File: src/rtl/xfcd_pkg.sv
// Types and constants of the XOR frame checker with duplicate-ID filter.
// No dependencies.
package xfcd_pkg;

	localparam int unsigned CFG_IDX_W = 8;
	localparam int unsigned POS_W     = 9;

	typedef enum logic [CFG_IDX_W-1:0] {
		REG_HEADER_FIRST  = 8'd0,
		REG_HEADER_SECOND = 8'd1
	} cfg_reg_e;

	typedef enum logic [2:0] {
		ST_NEW          = 3'd0,
		ST_DUPLICATE    = 3'd1,
		ST_BAD_HEADER   = 3'd2,
		ST_BAD_CHECKSUM = 3'd3,
		ST_TOO_SHORT    = 3'd4
	} status_e;

	// Byte positions of the fixed frame fields
	localparam logic [POS_W-1:0] POS_HDR0    = 9'd0;
	localparam logic [POS_W-1:0] POS_HDR1    = 9'd1;
	localparam logic [POS_W-1:0] POS_CMD_HI  = 9'd2;
	localparam logic [POS_W-1:0] POS_CMD_LO  = 9'd3;
	localparam logic [POS_W-1:0] POS_LENGTH  = 9'd4;
	localparam logic [POS_W-1:0] POS_BODY    = 9'd5;
	localparam logic [POS_W-1:0] POS_MAX     = 9'h1FF;

	typedef struct packed {
		logic [7:0] first;
		logic [7:0] second;
	} hdr_cfg_t;

	typedef struct packed {
		logic        report;
		status_e     status;
		logic [15:0] command;
		logic [7:0]  length;
	} verdict_t;

endpackage

File: src/rtl/xfcd_ifs.sv
// Channel interfaces of the frame checker: byte input, result output, config writes.
// Depends on xfcd_pkg.
interface xfcd_byte_if;
	logic       valid;
	logic       ready;
	logic [7:0] frame_byte;
	logic       frame_last;

	modport source (output valid, frame_byte, frame_last, input ready);
	modport sink   (input valid, frame_byte, frame_last, output ready);
endinterface

interface xfcd_result_if;
	logic        valid;
	logic        ready;
	logic [2:0]  status;
	logic [15:0] command;
	logic [7:0]  length_field;

	modport source (output valid, status, command, length_field, input ready);
	modport sink   (input valid, status, command, length_field, output ready);
endinterface

interface xfcd_cfg_if;
	logic                           valid;
	logic                           ready;
	logic [xfcd_pkg::CFG_IDX_W-1:0] index;
	logic [7:0]                     data;

	modport source (output valid, index, data, input ready);
	modport sink   (input valid, index, data, output ready);
endinterface

File: src/rtl/xfcd_cfg_regs.sv
// Configuration registers: expected header bytes.
// Depends on xfcd_pkg and xfcd_cfg_if.
module xfcd_cfg_regs (
	input  logic               clk,
	input  logic               arst_n,
	xfcd_cfg_if.sink           cfg,
	output xfcd_pkg::hdr_cfg_t hdr
);

	xfcd_pkg::hdr_cfg_t hdr_q;

	assign cfg.ready = 1'b1;
	assign hdr       = hdr_q;

	always_ff @(posedge clk or negedge arst_n) begin
		if (!arst_n) begin
			hdr_q <= '0;
		end else if (cfg.valid) begin
			unique case (cfg.index)
				xfcd_pkg::REG_HEADER_FIRST:  hdr_q.first  <= cfg.data;
				xfcd_pkg::REG_HEADER_SECOND: hdr_q.second <= cfg.data;
				default: ;
			endcase
		end
	end

endmodule

File: src/rtl/xfcd_frame_state.sv
// Per-frame running state: header check, command/length capture, running XOR,
// ID shift register and the stored last ID. Depends on xfcd_pkg.
module xfcd_frame_state #(
	parameter int unsigned ID_BYTES = 6
) (
	input  logic               clk,
	input  logic               arst_n,
	input  logic               step,
	input  logic [7:0]         frame_byte,
	input  logic               frame_last,
	input  xfcd_pkg::hdr_cfg_t hdr,
	output xfcd_pkg::verdict_t verdict
);

	localparam int unsigned IdW = 8 * ID_BYTES;

	logic [xfcd_pkg::POS_W-1:0] pos_q;
	logic [7:0]                 xor_q;
	logic                       hdr_good_q;
	logic [7:0]                 len_q;
	logic [15:0]                cmd_q;
	logic                       csum_good_q;
	logic [IdW-1:0]             id_q;
	logic [IdW-1:0]             last_id_q;

	logic [xfcd_pkg::POS_W-1:0] pos_d;
	logic [7:0]                 xor_d;
	logic                       hdr_good_d;
	logic [7:0]                 len_d;
	logic [15:0]                cmd_d;
	logic                       csum_good_d;
	logic [IdW-1:0]             id_d;
	logic [9:0]                 pos_w;
	logic [9:0]                 len_w;
	logic                       in_xor;
	logic                       at_csum;
	logic                       in_id;
	xfcd_pkg::status_e          status;

	assign pos_w = {1'b0, pos_q};
	assign len_w = {2'b00, len_d};

	always_comb begin
		hdr_good_d = hdr_good_q;
		cmd_d      = cmd_q;
		len_d      = len_q;
		unique case (pos_q)
			xfcd_pkg::POS_HDR0:   hdr_good_d = hdr_good_q && (frame_byte == hdr.first);
			xfcd_pkg::POS_HDR1:   hdr_good_d = hdr_good_q && (frame_byte == hdr.second);
			xfcd_pkg::POS_CMD_HI: cmd_d      = {frame_byte, cmd_q[7:0]};
			xfcd_pkg::POS_CMD_LO: cmd_d      = {cmd_q[15:8], frame_byte};
			xfcd_pkg::POS_LENGTH: len_d      = frame_byte;
			default: ;
		endcase
	end

	// XOR covers bytes 2..4+L, checksum sits at 5+L, ID ends at 4+L
	always_comb begin
		in_xor  = (pos_q >= xfcd_pkg::POS_CMD_HI) &&
		          (pos_w <= len_w + 10'(xfcd_pkg::POS_LENGTH));
		at_csum = (pos_q >= xfcd_pkg::POS_BODY) &&
		          (pos_w == len_w + 10'(xfcd_pkg::POS_BODY));
		in_id   = (pos_q >= xfcd_pkg::POS_BODY) &&
		          (pos_w + 10'(ID_BYTES) >= len_w + 10'(xfcd_pkg::POS_BODY)) &&
		          (pos_w <= len_w + 10'(xfcd_pkg::POS_LENGTH));
	end

	always_comb begin
		xor_d       = in_xor ? (xor_q ^ frame_byte) : xor_q;
		csum_good_d = at_csum ? (frame_byte == xor_q) : csum_good_q;
		if (in_id) begin
			id_d = IdW'({id_q, frame_byte});
		end else begin
			id_d = id_q;
		end
		pos_d = (pos_q == xfcd_pkg::POS_MAX) ? pos_q : pos_q + 1'b1;
	end

	always_comb begin
		priority if (!hdr_good_d) begin
			status = xfcd_pkg::ST_BAD_HEADER;
		end else if (len_d < 8'(ID_BYTES)) begin
			status = xfcd_pkg::ST_TOO_SHORT;
		end else if (!csum_good_d) begin
			status = xfcd_pkg::ST_BAD_CHECKSUM;
		end else if (id_d == last_id_q) begin
			status = xfcd_pkg::ST_DUPLICATE;
		end else begin
			status = xfcd_pkg::ST_NEW;
		end
	end

	assign verdict.report  = step && frame_last;
	assign verdict.status  = status;
	assign verdict.command = cmd_d;
	assign verdict.length  = len_d;

	always_ff @(posedge clk or negedge arst_n) begin
		if (!arst_n) begin
			pos_q       <= '0;
			xor_q       <= '0;
			hdr_good_q  <= 1'b1;
			len_q       <= '0;
			cmd_q       <= '0;
			csum_good_q <= 1'b0;
			id_q        <= '0;
			last_id_q   <= '0;
		end else if (step) begin
			if (frame_last) begin
				// frame done: store a new ID, clear for the next frame
				if (status == xfcd_pkg::ST_NEW) begin
					last_id_q <= id_d;
				end
				pos_q       <= '0;
				xor_q       <= '0;
				hdr_good_q  <= 1'b1;
				len_q       <= '0;
				cmd_q       <= '0;
				csum_good_q <= 1'b0;
				id_q        <= '0;
			end else begin
				pos_q       <= pos_d;
				xor_q       <= xor_d;
				hdr_good_q  <= hdr_good_d;
				len_q       <= len_d;
				cmd_q       <= cmd_d;
				csum_good_q <= csum_good_d;
				id_q        <= id_d;
			end
		end
	end

endmodule

File: src/rtl/xor_frame_checker_dedup_top.sv
// XOR frame checker with duplicate-ID filter, top level.
// A result becomes valid once its last byte has passed the input register and been loaded
// into the result register; the byte may wait in the input register in between.
// Throughput: one byte per cycle; a last byte waits in the input register only while an
// earlier result is still stalled.
// Reset (arst_n low, asynchronous): headers, stored ID and frame state clear, no result pending.
module xor_frame_checker_dedup_top #(
	parameter int unsigned ID_BYTES = 6
) (
	input  logic           clk,
	input  logic           arst_n,
	xfcd_byte_if.sink      frame_in,
	xfcd_result_if.source  result_out,
	xfcd_cfg_if.sink       cfg
);

	logic               valid_s1;
	logic [7:0]         byte_s1;
	logic               last_s1;
	logic               advance;
	logic               out_valid_q;
	logic [2:0]         status_q;
	logic [15:0]        command_q;
	logic [7:0]         length_q;
	xfcd_pkg::hdr_cfg_t hdr;
	xfcd_pkg::verdict_t verdict;

	xfcd_cfg_regs u_cfg (
		.clk    (clk),
		.arst_n (arst_n),
		.cfg    (cfg),
		.hdr    (hdr)
	);

	xfcd_frame_state #(
		.ID_BYTES (ID_BYTES)
	) u_state (
		.clk        (clk),
		.arst_n     (arst_n),
		.step       (advance),
		.frame_byte (byte_s1),
		.frame_last (last_s1),
		.hdr        (hdr),
		.verdict    (verdict)
	);

	// Hold a last byte while the result register is full and not drained
	assign advance        = valid_s1 && (!last_s1 || !out_valid_q || result_out.ready);
	assign frame_in.ready = !valid_s1 || advance;

	always_ff @(posedge clk or negedge arst_n) begin
		if (!arst_n) begin
			valid_s1 <= 1'b0;
		end else if (frame_in.ready) begin
			valid_s1 <= frame_in.valid;
		end
	end

	always_ff @(posedge clk) begin
		if (frame_in.ready && frame_in.valid) begin
			byte_s1 <= frame_in.frame_byte;
			last_s1 <= frame_in.frame_last;
		end
	end

	always_ff @(posedge clk or negedge arst_n) begin
		if (!arst_n) begin
			out_valid_q <= 1'b0;
		end else if (verdict.report) begin
			out_valid_q <= 1'b1;
		end else if (result_out.ready) begin
			out_valid_q <= 1'b0;
		end
	end

	always_ff @(posedge clk) begin
		if (verdict.report) begin
			status_q  <= verdict.status;
			command_q <= verdict.command;
			length_q  <= verdict.length;
		end
	end

	assign result_out.valid        = out_valid_q;
	assign result_out.status       = status_q;
	assign result_out.command      = command_q;
	assign result_out.length_field = length_q;

endmodule

File: src/flat_wrapper.sv
// flat-port wrapper written by rule: the top's interface ports become plain ports
module xor_frame_checker_dedup_top_flat 
#(
	parameter int unsigned ID_BYTES = 6
)
  (clk, arst_n, frame_in_valid, frame_in_frame_byte, frame_in_frame_last, frame_in_ready, result_out_valid, result_out_status, result_out_command, result_out_length_field, result_out_ready, cfg_valid, cfg_index, cfg_data, cfg_ready);
  xfcd_byte_if frame_in_i ();
  xfcd_result_if result_out_i ();
  xfcd_cfg_if cfg_i ();
  input  logic clk;
  input  logic arst_n;
  input wire logic [$bits(frame_in_i.valid)-1:0] frame_in_valid;
  input wire logic [$bits(frame_in_i.frame_byte)-1:0] frame_in_frame_byte;
  input wire logic [$bits(frame_in_i.frame_last)-1:0] frame_in_frame_last;
  output wire logic [$bits(frame_in_i.ready)-1:0] frame_in_ready;
  output wire logic [$bits(result_out_i.valid)-1:0] result_out_valid;
  output wire logic [$bits(result_out_i.status)-1:0] result_out_status;
  output wire logic [$bits(result_out_i.command)-1:0] result_out_command;
  output wire logic [$bits(result_out_i.length_field)-1:0] result_out_length_field;
  input wire logic [$bits(result_out_i.ready)-1:0] result_out_ready;
  input wire logic [$bits(cfg_i.valid)-1:0] cfg_valid;
  input wire logic [$bits(cfg_i.index)-1:0] cfg_index;
  input wire logic [$bits(cfg_i.data)-1:0] cfg_data;
  output wire logic [$bits(cfg_i.ready)-1:0] cfg_ready;
  assign frame_in_i.valid = frame_in_valid;
  assign frame_in_i.frame_byte = frame_in_frame_byte;
  assign frame_in_i.frame_last = frame_in_frame_last;
  assign frame_in_ready = frame_in_i.ready;
  assign result_out_valid = result_out_i.valid;
  assign result_out_status = result_out_i.status;
  assign result_out_command = result_out_i.command;
  assign result_out_length_field = result_out_i.length_field;
  assign result_out_i.ready = result_out_ready;
  assign cfg_i.valid = cfg_valid;
  assign cfg_i.index = cfg_index;
  assign cfg_i.data = cfg_data;
  assign cfg_ready = cfg_i.ready;
  xor_frame_checker_dedup_top #(.ID_BYTES(ID_BYTES)) u_core (.clk(clk), .arst_n(arst_n), .frame_in(frame_in_i), .result_out(result_out_i), .cfg(cfg_i));
endmodule
File: config.mk
export PLATFORM = sky130hd
export DESIGN_NAME = xor_frame_checker_dedup_top_flat
export DESIGN_NICKNAME = d
export VERILOG_FILES = /design/src/rtl/xfcd_pkg.sv /design/src/rtl/xfcd_ifs.sv /design/src/rtl/xfcd_cfg_regs.sv /design/src/rtl/xfcd_frame_state.sv /design/src/rtl/xor_frame_checker_dedup_top.sv /design/src/flat_wrapper.sv
export SDC_FILE = /design/constraint.sdc
export NUM_CORES = 1
export LEC_CHECK = 0
export BUFFER_PORTS_ARGS = -buffer_cell sky130_fd_sc_hd__buf_2
export CAP_MARGIN = 40
export CORE_MARGIN = 2
export CORE_UTILIZATION = 62
export DETAILED_ROUTE_END_ITERATION = 8
export PLACE_DENSITY = 0.81
export SLEW_MARGIN = 20
export SYNTH_ARGS = -nofsm -noshare
export SYNTH_HDL_FRONTEND = slang
export SYNTH_SLANG_ARGS = --single-unit
File: constraint.sdc
create_clock -name clk -period 7 [get_ports clk]
set_clock_uncertainty 0.15 [all_clocks]
set_input_delay 2.1 -clock clk [delete_from_list [all_inputs] [get_ports clk]]
set_output_delay 2.1 -clock clk [all_outputs]
set_load 0.02 [all_outputs]
==> run metrics <==
status=finished, final reports clean; post-cts sizing count=0; DRC errors left=0; antenna-violating nets left=0; CTS tree=built; global-route wire length before repair=47.05 mm; 1st-iter DRT viols=918; die area=18530 um^2; Max IR drop VDD=0.2152 mV; minimum clock period=6.642 ns; clk slew on worst S/H paths=0.07 ns; syn_area_per_cell=10.02 um^2; Worst Slack Setup Final=0.3576 ns; final max-slew violation count=0; Die X=136.1 um; Worst Setup SP=u_core.u_state.pos_q[1]; ys flop type=dfrtp_1; reg2reg path depth=21; crit end category=flip-flop; final worst path period share=94.89%; vias in the first global route=8576; antenna violations before repair=0; worst-path fanout max=30; mapped cell area=10830 um^2; Starting Density=63.02%; yosys warns=0; synthesis-stage register bit count=193; routed len/inst=21.59 um; synth unique cells=69; largest net degree at the start of global routing=65; Worst slew margin=42.94%; grt total ovfl=0; crit path launch type=flip-flop; GRT Total Usage=33.33%; Final Hold Fails=0; Leakage=5.757 nW; WHS Path Cells=2; layout cells sized above 1=15.96%; Cell Rows=48; worst reg2reg path endpoint=u_core.u_state.last_id_q[8]; RSZ-0062 raised after global routing=false; Register Area=5011 um^2; synthesis-to-finish area growth=12.03%; CTS Buffer Depth=2; latest clock arrival within the worst-skew pair=0.44 ns; Cells after Synth=1080; syn_nets=1140; Critical Path RT=7.17 ns; half-perimeter wire length after placement=20.43 mm; max_cap viols=0; internal reg-to-reg setup slack=0.36 ns; CTS H-tree depth=4; GP Congestion=0.9944; NumNets Final=1187; Via density=6.445; Hold WC Path Type=reg2reg; worst hold path startpoint=u_core.u_state.hdr_good_q; arrival time at the worst endpoint=6.82 ns; num ports=60; Pre-antenna DRT Iters=5; PD cells=256.2 nW/um^2; Antenna Cells=0; Fill cells=1319; Via Count=8797; final setup fails=0; reg2reg start=u_core.u_state.pos_q[1]; CTS Hold Bufs=0; clk sinks=193; die height=136.1 um; postcts setup bufs=0; Setup WS pre-CTS=0.04216 ns; Worst Hold Endpoint=u_core.u_state.hdr_good_q; EDFF count, synth=36; Clock Tree Root=clkbuf_16; port buffer count=58; Fin Setup TNS=0 ns; Max Freq=150.5 MHz; multi-input logic area=5284 um^2; core area=17180 um^2; CTS Buf Count=17; Worst-Margin Slew=0.8527 ns; register area share after synthesis=46.29%; Setup CP Type=reg2reg; WL final=29.47 mm; Async SR Flop Fraction=81.35%
## critical path, stage by stage (launching register included)
cell      delay, ns
dfrtp_1        0.49
inv_1          0.23
ha_1           0.23
nor4bb_2       0.34
nand2_2        0.23
o21ai_1        0.38
ha_1           0.35
o21ai_0        0.17
xnor2_1        0.16
ha_1           0.32
a211oi_1       0.31
nand3_1        0.12
nor2_1         0.25
o22ai_2        0.24
nor2_4         0.17
buf_6          0.31
mux2i_1        0.12
a2111o_1       0.34
or4_1          0.60
o211ai_4       0.36
buf_4          0.29
mux2_2         0.36
## metal layers
metal | vias to the layer above | part of all wire [%] | global-route usage [%]
met3 | 63 | 9.2 | 6.600
met1 | 4296 | 43 | 47.85
met4 | 0 | 2.3 | 10.76
met2 | 449 | 46 | 51.17
li1 | 3989 | - | -
met5 | - | 0 | 0
## how the worst max path moves through the flow
stage	to	slack [ns]	cells after the start
3_3_place_gp	u_core.u_state.last_id_q[8]	0.29	24
2_1_floorplan	u_core.u_state.last_id_q[35]	0.82	25
5_1_grt	u_core.u_state.last_id_q[16]	0.07	22
6_report	u_core.u_state.last_id_q[8]	0.36	21
4_1_cts	u_core.u_state.last_id_q[8]	0.02	24
3_5_place_dp	u_core.u_state.last_id_q[8]	0.04	24
## layout make-up
type                       count  share of cell area (%)
timing repair buffer         101                   5.633
inverter                      69                   2.136
sequential                   193                   41.32
multi-input combinational    745                   43.57
clock buffer                  23                   4.302
clock inverter                 9                  0.7222
tap                          225                   2.321
## flip-flops by register name (all words and copies together), names as in the netlist, 3 cells and up
name / cells
u_core.result_out.length_field: 8
u_core.u_state.pos_q: 9
u_core.u_state.last_id_q: 48
u_core.byte_s1: 8
u_core.u_state.xor_q: 8
u_core.u_state.id_q: 48
u_core.u_state.len_q: 8
u_core.u_cfg.hdr: 16
u_core.result_out.status: 3
u_core.result_out.command: 16
u_core.u_state.cmd_q: 16
## power breakdown
part / internal (mW) / switching [mW]
clock: 0.567 / 0.432
combinational: 0.288 / 0.436
sequential: 1.25 / 0.131
total: 2.11 / 0.999
## through the flow
step / utilization, % / instance area (um^2) / std cells / power, mW / hold WS (ns)
finish: 70.61 / 12130 / 1365 / 3.107 / 0.3509
global route: 70.61 / 12130 / 1365 / 3.249 / 0.3623
CTS: 70.14 / 12050 / 1363 / 3.090 / 0.3509
detailed placement: 66.59 / 11440 / 1331 / 2.093 / 0.3378
global placement: 66.51 / 11420 / 1330 / 2.077 / 0.3282
floorplan: - / 10830 / 1080 / 1.843 / 0.3161
## cells in the mapped netlist (2+ instances only)
cell type  instances  area (um^2)
nor2b_1            5        31.28
nand3b_1           2        15.01
and3_1             7        43.79
o21ai_0           77        385.4
a21oi_1           29        145.1
mux2_2            35        394.1
nand2b_1          14        87.58
buf_4              3        22.52
nor3_1             9        45.04
inv_1             68        255.2
or4_1              2        15.01
a21boi_0          12        90.09
xor2_1            49        429.2
o221ai_1           2        17.52
a221oi_1          10        87.58
o21ai_1            3        15.01
a2111oi_0          2        17.52
buf_2              6        30.03
nand4b_1           3        26.28
nor2_1            38        142.6
mux2_1            12        135.1
nand4_1           13        81.33
clkbuf_1          61        229.0
nor4_1            18        112.6
xnor2_1           29        254.0
o2111ai_1          3        26.28
o22ai_1           32        200.2
and2_1             4        25.02
o31ai_1            8        60.06
o31a_1             3        26.28
dfrtp_1          156         3904
a222oi_1           2        20.02
a21o_1             3        22.52
a22o_1            62        543.0
edfxtp_1          36         1081
ha_1              30        375.4
a31oi_1            5        31.28
nand3_1           12        60.06
a211oi_1           3        22.52
o211ai_1           7        52.55
a22oi_1           10        75.07
buf_6              3        33.78
mux2i_1           46        460.4
nand2_1          121        454.2
## cells in the final DEF, fill, tap and decap left out, drive strengths merged, types with 23 or more instances in the layout
master,n
clkbuf,23
mux2,47
o22ai,33
xnor2,29
xor2,49
o21ai,80
nand2,122
nor2,39
a22o,62
a21oi,29
inv,72
mux2i,46
ha,30
edfxtp,36
dfrtp,156
buf,101
## cell families after synthesis
logic type | share of synthesized area (%)
other | 0.03464
muxes | 9.142
and+or+nand+nor | 11.36
adders and majority gates | 3.467
DFF | 46.29
AOI/OAI and AO/OA | 18.09
xor gates and xnor gates | 6.311
buffers and inverters | 5.305
(Power assumes the default switching activity.)
